--- src/rtl/evrg_queue.sv ---
// Two-entry queue used between the front and back parts and on the result side.
`default_nettype none
module evrg_queue #(
  parameter int W = 8
) (
  input  wire logic         clk,
  input  wire logic         rst,
  input  wire logic         push,
  input  wire logic [W-1:0] wdata,
  output logic              full,
  input  wire logic         pop,
  output logic [W-1:0]      rdata,
  output logic              empty
);

  logic [W-1:0] mem [2];
  logic         wptr;
  logic         rptr;
  logic [1:0]   count;
  logic         do_push;
  logic         do_pop;

  assign full    = (count == 2'd2);
  assign empty   = (count == 2'd0);
  assign do_push = push && !full;
  assign do_pop  = pop && !empty;
  assign rdata   = mem[rptr];

  always_ff @(posedge clk) begin
    if (do_push) begin
      mem[wptr] <= wdata;
    end
  end

  always_ff @(posedge clk) begin
    if (rst) begin
      wptr  <= 1'b0;
      rptr  <= 1'b0;
      count <= 2'd0;
    end else begin
      if (do_push) begin
        wptr <= !wptr;
      end
      if (do_pop) begin
        rptr <= !rptr;
      end
      count <= count + {1'b0, do_push} - {1'b0, do_pop};
    end
  end

endmodule
`default_nettype wire

--- config.mk ---
export PLATFORM = sky130hd
export DESIGN_NAME = evrg_queue
export DESIGN_NICKNAME = d
export VERILOG_FILES = /design/src/rtl/evrg_queue.sv
export SDC_FILE = /design/constraint.sdc
export NUM_CORES = 1
export LEC_CHECK = 0
export ABC_AREA = 1
export BUFFER_PORTS_ARGS = -buffer_cell sky130_fd_sc_hd__buf_2
export CAP_MARGIN = 10
export CORE_MARGIN = 2
export CORE_UTILIZATION = 45
export CTS_BUF_LIST = sky130_fd_sc_hd__clkbuf_2
export CTS_CLUSTER_SIZE = 12
export DETAILED_ROUTE_END_ITERATION = 8
export PLACE_DENSITY = 0.76
export SYNTH_ARGS = -nofsm -noshare
export SYNTH_HDL_FRONTEND = slang
export SYNTH_SLANG_ARGS = --single-unit
--- constraint.sdc ---
create_clock -name clk -period 1.6 [get_ports clk]
set_input_delay 0.16 -clock clk [delete_from_list [all_inputs] [get_ports clk]]
set_output_delay 0.16 -clock clk [all_outputs]
set_load 0.005 [all_outputs]
==> results.md <==
- Status: completed
- Hold endpoint: wptr
- Slowest CP cell: dfxtp_2
- Type of the worst setup path: reg2reg
- Initial Util: 49.2%
- Critical Path Source: count[0]
- First-pass DRT Iterations: 4
- Clock latency on the worst-skew pair: 0.32 ns
- Worst setup margin: 0.122 ns
- TritonCTS Buffers: 3
- P_int: 0.00104 W
- Synth async-reset ratio: 0%
- Comb power frac: 34.0%
- Hold path cells: 3
- Mapped Area: 868 um^2
- Post-Layout Cell Count: 123
- Synth area leader: edfxtp_1
- Synth Warn #: 0
- Synth top area cells: edfxtp_1 (55%), mux2_4 (14%), dfxtp_1 (12%), inv_1 (4.3%), nand2_1 (3.5%)
- Pwr dens: 1340 nW/um^2
- Tot Pwr: 0.00151 W
- Stages on the worst setup path: 11
- Routed wire length per instance: 11.4 um
- Vias per Instance: 4.56
- Die Width: 47.9 um
- Clock buffer depth: 2
- ANT nets after route: 0
- Switch share: 31.3%
- Tot GR Track Use: 13.0%
- Worst R2R Start: count[0]
- Synthesis-stage register bit count: 21
- Final max-slew violation count: 0
- Grt total ovfl: 0
- Buf+Inv Stages, Crit Path: 3
- Largest net degree at the start of global routing: 13
- Initial DRC count: 13
- Reg2reg end: count[1]
- Hold Crit Class: in2reg
- Max Cap Viol: 0
- Initial antenna violation count: 0
- P&R area growth vs syn: 29.5%
- Final Net Count: 113
- Share of layout cells above drive strength 1: 42.9%
- Top-Level Pins: 22
- Worst R2R Path Depth: 11
- Final HPWL DP: 947 um
- Final core occ: 63.8%
- Hold Fails Final Rpt: 0
- Vias in the first global route: 475
- Die area: 2300 um^2
- Post-synthesis cell count: 64
- Most frequent cells after synthesis: edfxtp_1 (16), inv_1 (10), mux2_4 (8), nand2_1 (8), nor2_1 (7)
- Clock Skew: 0.00626 ns
- Most frequent cell after synthesis: edfxtp_1
- Setup Viol. Count Final: 0
- CTS root buf: clkbuf_2
- Top cell type's share of synthesized area: 55.3%
- Clk network pwr share: 14.2%
- Syn avg cell area: 13.6 um^2
- Routability cong.: 0.723
- R2R Setup Slk: 0.12 ns
- Post-synthesis sequential area ratio: 66.9%
- Worst slew pin tran: 0.330 ns
- DP Worst Slack: 0.0320 ns
- H-tree lvl count: 1
- Worst path cell trace: inv_1 > nand2_2 > nand2_1 > ha_1 > inv_1 > ha_2 > inv_1 > nand2_2 > nand3_1 > nand2_1 > nor2_1
- Headroom to the max-slew limit: 77.9%
- Hold Crit Start: push
- Worst Path Arrival: 1.72 ns
- Post-synth EDFFs: 16
- Worst Path Required: 1.84 ns
- Max incr delay on CP: 0.39 ns
- DRT Wirelength: 1.40 mm
- Part of the cycle the worst path needs: 92.4%
- Fmax: 677 MHz
- Crit path max fanout: 4
- Net count after synthesis: 78
- Core footprint: 1760 um^2
- Cell mode on critical path: inv_1
- Final TNS setup: 0 ns
- Placed Instances: 110
- CTS tree: done
- Vias: 561
- Die height: 47.9 um
- Peak supply drop: 791 uV
- Reg power frac: 51.9%
- Post-CTS Setup Repair Bufs: 0
- CP endpoint kind: flop
- Final min period: 1.48 ns
- DRC viols: 0
- Net switching power: 0.000474 W
- # diodes: 0
- Clock slew at reported path FFs: 0.18 ns
- Buffers on Ports: 21
- Crit-path leading delay family: adder cells
- Count of cell types in the netlist: 11
- First-pass GRT wire length: 1.88 mm
- Crit start category: flop
- CTS Sinks: 21
- Synth Flop Type: edfxtp_1
- Leakage power: 0.503 nW
- Num rows: 15
-- worst max path at each step --
stage,end,slack (ns)
after floorplan,count[1],0.17
after global placement,count[1],0.09
after detailed placement,count[1],0.03
after CTS,count[1],0.009
after global routing,count[1],-0.01
final,count[1],0.12
-- cell type report --
type | count | area, um^2
Clock buffer | 3 | 15.0
Multi-Input combinational cell | 32 | 250
Sequential cell | 21 | 583
Clock inverter | 1 | 5.00
Inverter | 10 | 37.5
Tap cell | 25 | 31.3
Fill cell | 149 | 639
Timing Repair Buffer | 31 | 203
-- routing by layer --
layer,global-route usage (%),vias up,share of wire [%]
li1,-,281,-
met1,13.0,256,42
met2,21.3,19,49
met3,5.28,5,6.5
met4,10.3,0,2.8
met5,0,-,0
-- worst min-delay path, delay by kind of cell --
| family | cells | cell delay [ns] |
|---|---|---|
| AO/OA/AOI/OAI | 1 | 0.06 |
| buffers and inverters | 1 | 0.10 |
| AND/OR/NAND/NOR | 1 | 0.09 |
-- power groups by stage --
stage	combinational, W	clock [W]	sequential, W
after floorplan	0.000370	0	0.000750
after global placement	0.000466	0	0.000786
after detailed placement	0.000479	0	0.000790
after CTS	0.000482	0.000217	0.000779
after global routing	0.000590	0.000236	0.000794
final	0.000513	0.000215	0.000784
-- placed cells by master, fill, tap and decap left out --
cell type       n
buf_2          21
edfxtp_1       16
inv_1          10
dlygate4sd3_1   9
mux2_4          8
nor2_1          7
nand2_1         6
nand3_1         3
clkbuf_2        3
dfxtp_1         3
nor2_2          2
nand2_2         2
dfxtp_2         2
a21oi_1         1
a21oi_2         1
ha_1            1
ha_2            1
clkinv_2        1
buf_4           1
-- timing repair --
item | 4_1_cts | 5_1_grt
endpoints found under the setup margin | 8 | 1
hold buffers | 1 | 8
resized for setup | 1 | 5
endpoints found under the hold margin | 1 | 16
-- registers in the layout (all words and copies together), names as in the netlist, named ones only --
signal  count
wptr        1
count       2
rptr        1
mem        16
-- kinds of logic (layout without fill, tap and decap cells) --
group	count (synthesis)	in the layout	share of synthesized area, %
flip-flops	21	21	66.9
AND/OR/NAND/NOR	20	20	9.65
buffers and inverters	11	45	5.62
multiplexers	8	8	13.8
adder cells (fa/ha/maj)	2	2	2.88
AO/OA/AOI/OAI	2	2	1.15
-- stage by stage --
stage | hold WS (ns) | cell area [um^2]
global placement | 0.330 | 1000
floorplan | 0.231 | 868
detailed placement | 0.334 | 1000
finish | 0.120 | 1120
CTS | 0.000414 | 1030
global route | 0.114 | 1120
(Power assumes the default switching activity.)
