==> src/rtl/evrg_pkg.sv <==
// Shared types, constants and the arctangent table of the ellipse vertex ring generator.
`default_nettype none
package evrg_pkg;

  localparam int DEF_MAX_SIDES    = 64;
  localparam int DEF_CORDIC_STEPS = 24;
  localparam int SIDES_W          = 7;
  localparam logic [SIDES_W-1:0] RING_SIDES_RESET = 7'd8;
  localparam logic signed [33:0] CORDIC_GAIN = 34'sd652032874;

  typedef struct packed {
    logic signed [31:0] center_x;
    logic signed [31:0] center_y;
    logic signed [31:0] center_z;
    logic signed [31:0] major_x;
    logic signed [31:0] major_y;
    logic signed [31:0] major_z;
    logic signed [31:0] minor_x;
    logic signed [31:0] minor_y;
    logic signed [31:0] minor_z;
  } item_t;

  typedef struct packed {
    logic signed [31:0] vertex_x;
    logic signed [31:0] vertex_y;
    logic signed [31:0] vertex_z;
    logic [5:0]         vertex_index;
    logic               last_vertex;
  } vertex_t;

  // One classified ring waiting for the vertex engine.
  typedef struct packed {
    item_t       geom;
    logic [31:0] base_angle;
  } ring_t;

  typedef enum logic [1:0] {F_IDLE, F_VEC, F_OUT} front_state_t;
  typedef enum logic [2:0] {B_IDLE, B_DIV, B_ROT, B_MAC, B_EMIT} back_state_t;

  // Arctangent of 2^-i as a binary angle, 2^32 per turn.
  function automatic logic [31:0] atan_turn(input logic [4:0] i);
    logic [31:0] t;
    case (i)
      5'd0:  t = 32'h20000000;
      5'd1:  t = 32'h12E4051D;
      5'd2:  t = 32'h09FB385B;
      5'd3:  t = 32'h051111D4;
      5'd4:  t = 32'h028B0D43;
      5'd5:  t = 32'h0145D7E1;
      5'd6:  t = 32'h00A2F61E;
      5'd7:  t = 32'h00517C55;
      5'd8:  t = 32'h0028BE53;
      5'd9:  t = 32'h00145F2E;
      5'd10: t = 32'h000A2F98;
      5'd11: t = 32'h000517CC;
      5'd12: t = 32'h00028BE6;
      5'd13: t = 32'h000145F3;
      5'd14: t = 32'h0000A2F9;
      5'd15: t = 32'h0000517C;
      5'd16: t = 32'h000028BE;
      5'd17: t = 32'h0000145F;
      5'd18: t = 32'h00000A2F;
      5'd19: t = 32'h00000517;
      5'd20: t = 32'h0000028B;
      5'd21: t = 32'h00000145;
      5'd22: t = 32'h000000A2;
      5'd23: t = 32'h00000051;
      5'd24: t = 32'h00000028;
      5'd25: t = 32'h00000014;
      5'd26: t = 32'h0000000A;
      5'd27: t = 32'h00000005;
      5'd28: t = 32'h00000002;
      5'd29: t = 32'h00000001;
      default: t = 32'h00000000;
    endcase
    return t;
  endfunction

endpackage
`default_nettype wire

==> src/rtl/evrg_front.sv <==
// Front part: takes an ellipse and finds the polar angle of its major axis in the x-z plane.
`default_nettype none
module evrg_front #(
  parameter int CORDIC_STEPS = evrg_pkg::DEF_CORDIC_STEPS
) (
  input  wire logic            clk,
  input  wire logic            rst,
  input  wire logic            push,
  input  wire evrg_pkg::item_t item,
  output logic                 full,
  output logic                 ring_push,
  output evrg_pkg::ring_t      ring,
  input  wire logic            ring_full
);

  localparam int IW = $clog2(CORDIC_STEPS);

  evrg_pkg::front_state_t state, state_next;
  evrg_pkg::item_t        it;
  logic signed [34:0]     x;
  logic signed [34:0]     y;
  logic signed [33:0]     z;
  logic [IW-1:0]          i;
  logic [31:0]            angle;
  logic                   accept;
  logic                   last_step;
  logic signed [34:0]     ax;
  logic signed [34:0]     az;
  logic [31:0]            t_next;
  logic signed [33:0]     z_next;
  logic signed [33:0]     tt;

  assign full      = (state != evrg_pkg::F_IDLE);
  assign accept    = push && (state == evrg_pkg::F_IDLE);
  assign last_step = (i == IW'(CORDIC_STEPS - 1));
  assign ax = item.major_x[31] ? -35'(item.major_x) : 35'(item.major_x);
  assign az = item.major_z[31] ? -35'(item.major_z) : 35'(item.major_z);
  assign tt = {2'b00, evrg_pkg::atan_turn(5'(i))};
  assign z_next = (y > 0) ? z + tt : z - tt;
  assign t_next = z_next[31:0];

  assign ring_push       = (state == evrg_pkg::F_OUT);
  assign ring.geom       = it;
  assign ring.base_angle = 32'd0 - angle;

  always_comb begin
    state_next = state;
    case (state)
      evrg_pkg::F_IDLE: begin
        if (accept) begin
          if (item.major_x == 32'sd0 || item.major_z == 32'sd0) begin
            state_next = evrg_pkg::F_OUT;
          end else begin
            state_next = evrg_pkg::F_VEC;
          end
        end
      end
      evrg_pkg::F_VEC: begin
        if (last_step) begin
          state_next = evrg_pkg::F_OUT;
        end
      end
      evrg_pkg::F_OUT: begin
        if (!ring_full) begin
          state_next = evrg_pkg::F_IDLE;
        end
      end
      default: state_next = evrg_pkg::F_IDLE;
    endcase
  end

  always_ff @(posedge clk) begin
    if (rst) begin
      state <= evrg_pkg::F_IDLE;
    end else begin
      state <= state_next;
    end
  end

  always_ff @(posedge clk) begin
    if (accept) begin
      it <= item;
      x  <= ax;
      y  <= az;
      z  <= 34'sd0;
      i  <= '0;
      // On-axis and zero cases are settled here without the CORDIC.
      if (item.major_z == 32'sd0) begin
        angle <= (item.major_x < 0) ? 32'h80000000 : 32'h00000000;
      end else if (item.major_x == 32'sd0) begin
        angle <= (item.major_z > 0) ? 32'h40000000 : 32'hC0000000;
      end
    end else if (state == evrg_pkg::F_VEC) begin
      if (y > 0) begin
        x <= x + (y >>> i);
        y <= y - (x >>> i);
      end else begin
        x <= x - (y >>> i);
        y <= y + (x >>> i);
      end
      z <= z_next;
      i <= i + 1'b1;
      if (last_step) begin
        if (it.major_x > 0 && it.major_z > 0) begin
          angle <= t_next;
        end else if (it.major_x < 0 && it.major_z > 0) begin
          angle <= 32'h80000000 - t_next;
        end else if (it.major_x < 0) begin
          angle <= 32'h80000000 + t_next;
        end else begin
          angle <= 32'd0 - t_next;
        end
      end
    end
  end

endmodule
`default_nettype wire

==> config.mk <==
export PLATFORM = sky130hd
export DESIGN_NAME = evrg_front
export DESIGN_NICKNAME = d
export VERILOG_FILES = /design/src/rtl/evrg_pkg.sv /design/src/rtl/evrg_front.sv
export SDC_FILE = /design/constraint.sdc
export NUM_CORES = 1
export LEC_CHECK = 0
export ABC_AREA = 1
export BUFFER_PORTS_ARGS = -buffer_cell sky130_fd_sc_hd__buf_2
export CAP_MARGIN = 20
export CORE_AREA = 2 2 241 243
export DETAILED_ROUTE_END_ITERATION = 8
export DIE_AREA = 0 0 243 245
export GPL_TIMING_DRIVEN = 0
export PLACE_DENSITY = 0.82
export SYNTH_ARGS = -nofsm -noshare
export SYNTH_HDL_FRONTEND = slang
export SYNTH_SLANG_ARGS = --single-unit
==> constraint.sdc <==
create_clock -name clk -period 25.7 [get_ports clk]
set_clock_uncertainty 0.2 [all_clocks]
set_input_delay 1.285 -clock clk [delete_from_list [all_inputs] [get_ports clk]]
set_output_delay 1.285 -clock clk [all_outputs]
set_load 0.02 [all_outputs]
==> results.py <==
metrics = {
    "critical_path": {
        "worst-path-max-fanout": 10,
        "cp.arrival_ps": 6880,
        "critical_path.max_stage_delay_ps": 710,
        "worst_path_max_delay_cell": "clkbuf_1",
        "critical_path.cell_chain": "nor4_1 > and3_1 > nand3b_1 > nand2_1 > inv_1 > buf_2 > clkbuf_1 > clkbuf_1 > o21ai_0 > fa_1 > nand3_1 > nand2_1 > a21oi_1 > o21bai_1 > a21boi_0 > o21ai_0 > a21oi_1 > o21ai_0 > o21ai_0 > nand2_1",
        "setup.worst_path.class": "reg -> reg",
        "worstSetupStartpointType": "flop",
        "r2r-start": "y[32]$_DFFE_PP_",
        "setup.worst_path.end_class": "flop",
        "timing.critical_path.required_ps": 25850,
        "setup.worst_path.start": "y[32]$_DFFE_PP_",
        "cell_seen_most_often_among_critical_path_stages": "o21ai_0",
    },
    "logic_synthesis": {
        "ys_seq_elements": 459,
        "yosys.cell_count.top_type": "nand2_1",
        "post_synth_inst_count": 4085,
        "synth-async-reset-ratio_pct": 0,
        "synth_simple_gate_area_share_pct": 30.8,
        "net_count_of_the_mapped_netlist": 4494,
        "synth_flop_cell": "edfxtp_1",
        "ys_top_cells_by_area": "edfxtp_1 (38%), nand2_1 (13%), nand3_1 (8.5%), inv_1 (5.4%), ha_1 (4.6%)",
        "avgSynthCellArea_sq_um": 7.57,
        "netlist_top_cells_count": "nand2_1 (1111), nand3_1 (523), inv_1 (448)",
        "synth-seq-area-share_pct": 42.3,
        "post_synth_instance_area_sq_um": 30900,
        "synthMuxAreaShare_pct": 0,
        "number_of_enable_flip_flop_cells_after_synthesis": 390,
        "synth_cell_types": 63,
        "dominant_combinational_cell_family_by_area_after_synthesis": "simple AND/OR/NAND/NOR gates",
        "synth_area_leader_cell": "edfxtp_1",
        "synth-adder-area-share_pct": 4.81,
        "synth.top_cell.area_share_pct": 37.9,
        "synth-compound-area-share_pct": 10.2,
        "ys.warnings.count": 0,
        "yosys.area_share.xor_xnor_pct": 4.16,
    },
    "clock_network": {
        "cts_root_buf": "clkbuf_16",
        "cts.repair.resized": 0,
        "cts_hold_buf": 0,
        "clkTransAtPathRegs_ps": 70,
        "cts_htree_levels": 2,
        "cts_num_sinks": 459,
        "clock_tree.buffer_depth": 3,
        "cts_buffers": 48,
        "cts.repair_timing.setup_buffer_count": 0,
        "worstSkewPairLatency_ps": 610,
        "cts_tree": "done",
    },
    "power_and_ir_drop": {
        "power_dissipated_by_switching_net_loads_mw": 3.47,
        "ir_drop_mv": 0.144,
        "power_report.internal_total_mw": 2.83,
        "pwr-share-clk_pct": 11.5,
        "total_power_mw": 6.29,
        "p_sw_share_pct": 55.1,
        "reported_leakage_power_nw": 17.2,
        "power-per-cell-area_nw_per_um2": 171,
        "power_frac_comb_pct": 68.9,
        "proportion_of_power_drawn_by_flip_flops_and_latches_pct": 19.5,
    },
    "route": {
        "route.detailed.wl_per_inst_microns": 25.0,
        "routed_wl_microns": 139000,
        "antenna_left": 0,
        "number_of_violations_reported_at_the_end_of_detailed_routing_iteration_0": 4240,
        "detail_route.vias_per_cell": 5.98,
        "drt-pass1-iter-count": 7,
        "vias": 33300,
        "drt_drc_violations_left": 0,
    },
    "placement": {
        "port-buffer-count": 613,
        "place.detailed.hpwl_microns": 113000,
        "place.gp.congestion": 1.17,
    },
    "floorplan": {
        "placement_rows": 88,
        "initial_utilization_pct": 54.2,
        "die-area_sq_um": 59500,
        "die_w_microns": 243,
        "design.portCount": 614,
        "die_h_microns": 245,
        "floorplan.core_area_sq_um": 57000,
    },
    "timing": {
        "setup_viol": 0,
        "worst_slew_margin_rel_pct": 13.6,
        "worst-slew-pin-transition_ps": 1300,
        "final.period_utilization_pct": 26.2,
        "rsz_0062_raised_after_global_routing": "no",
        "hold_viol_final": 0,
        "fmax_mhz": 149,
        "timing.final.max_slew_violations": 0,
        "hold_ws_ps": 267,
        "finalSetupTns_ps": 0,
        "post-route-min-period_ps": 6720,
    },
    "global_route": {
        "grt_usage_pct": 45.4,
        "number_of_antenna_violations_at_the_first_check_in_global_routing": 23,
        "grt_max_degree": 74,
        "via_count_of_the_first_global_routing_pass": 30600,
        "grt_first_pass_wirelength_microns": 197000,
        "grt.overflow.total": 0,
    },
    "run": {
        "max-cap-violations": 0,
    },
    "min_path": {
        "worstHoldPathType": "reg -> reg",
        "hold_path.startpoint": "z[5]$_SDFFE_PP0P_",
    },
    "layout": {
        "ratio_of_cells_with_drive_above_1_in_the_final_layout_pct": 17.3,
        "nNetsFinal": 5168,
        "fillers": 5068,
        "layout_area_growth_over_synthesis_pct": 19.1,
    },
    "run_status": {
        "run_status": "completed",
    },
}
worst max-delay path: cells and delay by family, from the launching register on:
kind | cells | cell delay (ps)
buffers and inverters | 4 | 1870
adder cells (fa/ha/maj) | 1 | 500
flip-flops | 1 | 630
AO/OA/AOI/OAI | 8 | 2180
AND/OR/NAND/NOR | 7 | 1080
power groups by stage:
stage / combinational (mW) / clock (mW) / sequential [mW]
3_3_place_gp: 4.08 / 0 / 1.25
2_1_floorplan: 2.94 / 0 / 1.20
4_1_cts: 4.17 / 0.724 / 1.21
5_1_grt: 4.74 / 0.751 / 1.23
3_5_place_dp: 4.15 / 0 / 1.22
6_report: 4.34 / 0.726 / 1.23
cell families after synthesis:
family,count (synthesis)
adder cells (fa/ha/maj),117
flip-flops,459
AND/OR/NAND/NOR,2212
XOR/XNOR,147
AO/OA/AOI/OAI,560
buffers and inverters,590
cell usage in the layout (no fill, tap or decap), types with 51 or more instances in the layout:
cell	count
a21oi_1	176
buf_2	647
clkbuf_1	58
clkbuf_16	51
dfxtp_1	69
edfxtp_1	390
ha_1	114
inv_1	447
nand2_1	1111
nand3_1	523
nand4_1	52
nor2_1	355
o21ai_0	216
xor2_1	101
layer usage:
layer / track usage [%] / share of wire, % / vias up
li1: - / - / 15200
met1: 53.7 / 35 / 15300
met2: 69.0 / 43 / 2354
met3: 12.6 / 12 / 505
met4: 37.4 / 9.8 / 2
met5: 0 / 0.0093 / -
per-stage QoR:
step | setup WS (ps) | area (sq um) | utilization, % | cells
after floorplan | 14560 | 30900 | - | 4085
after global placement | 10250 | 34900 | 61.3 | 5463
after detailed placement | 19330 | 35200 | 61.6 | 5472
after CTS | 19300 | 36800 | 64.5 | 5559
after global routing | 18820 | 36800 | 64.5 | 5570
final | 18980 | 36800 | 64.6 | 5575
state kept, by name (all words and copies together) (netlist names):
| name | count |
|---|---|
| x | 35 |
| tt | 30 |
| ring | 288 |
| z | 32 |
| i | 5 |
| state | 2 |
| y | 35 |
| angle | 32 |
final cells by class:
type / instances / area [sq um] / share of cell area, %
diodes: 14 / 35.0 / 0.0951
well taps: 765 / 957 / 2.60
repair buffers: 624 / 3290 / 8.94
flip-flops and latches: 459 / 13100 / 35.6
multi-input cells: 3036 / 15500 / 42.0
inverters: 460 / 1730 / 4.71
clock buffers: 63 / 1330 / 3.62
clock inverters: 24 / 277 / 0.751
plain buffers: 130 / 636 / 1.73
final timing paths:
check	to	slack, ps	cells past startpoint
worst max-delay path	y[24]$_DFFE_PP_	18980	20
worst min-delay path	z[5]$_SDFFE_PP0P_	270	2
worst max register to register	y[24]$_DFFE_PP_	18980	20
worst min register to register	z[5]$_SDFFE_PP0P_	270	2
(Power assumes the default switching activity.)
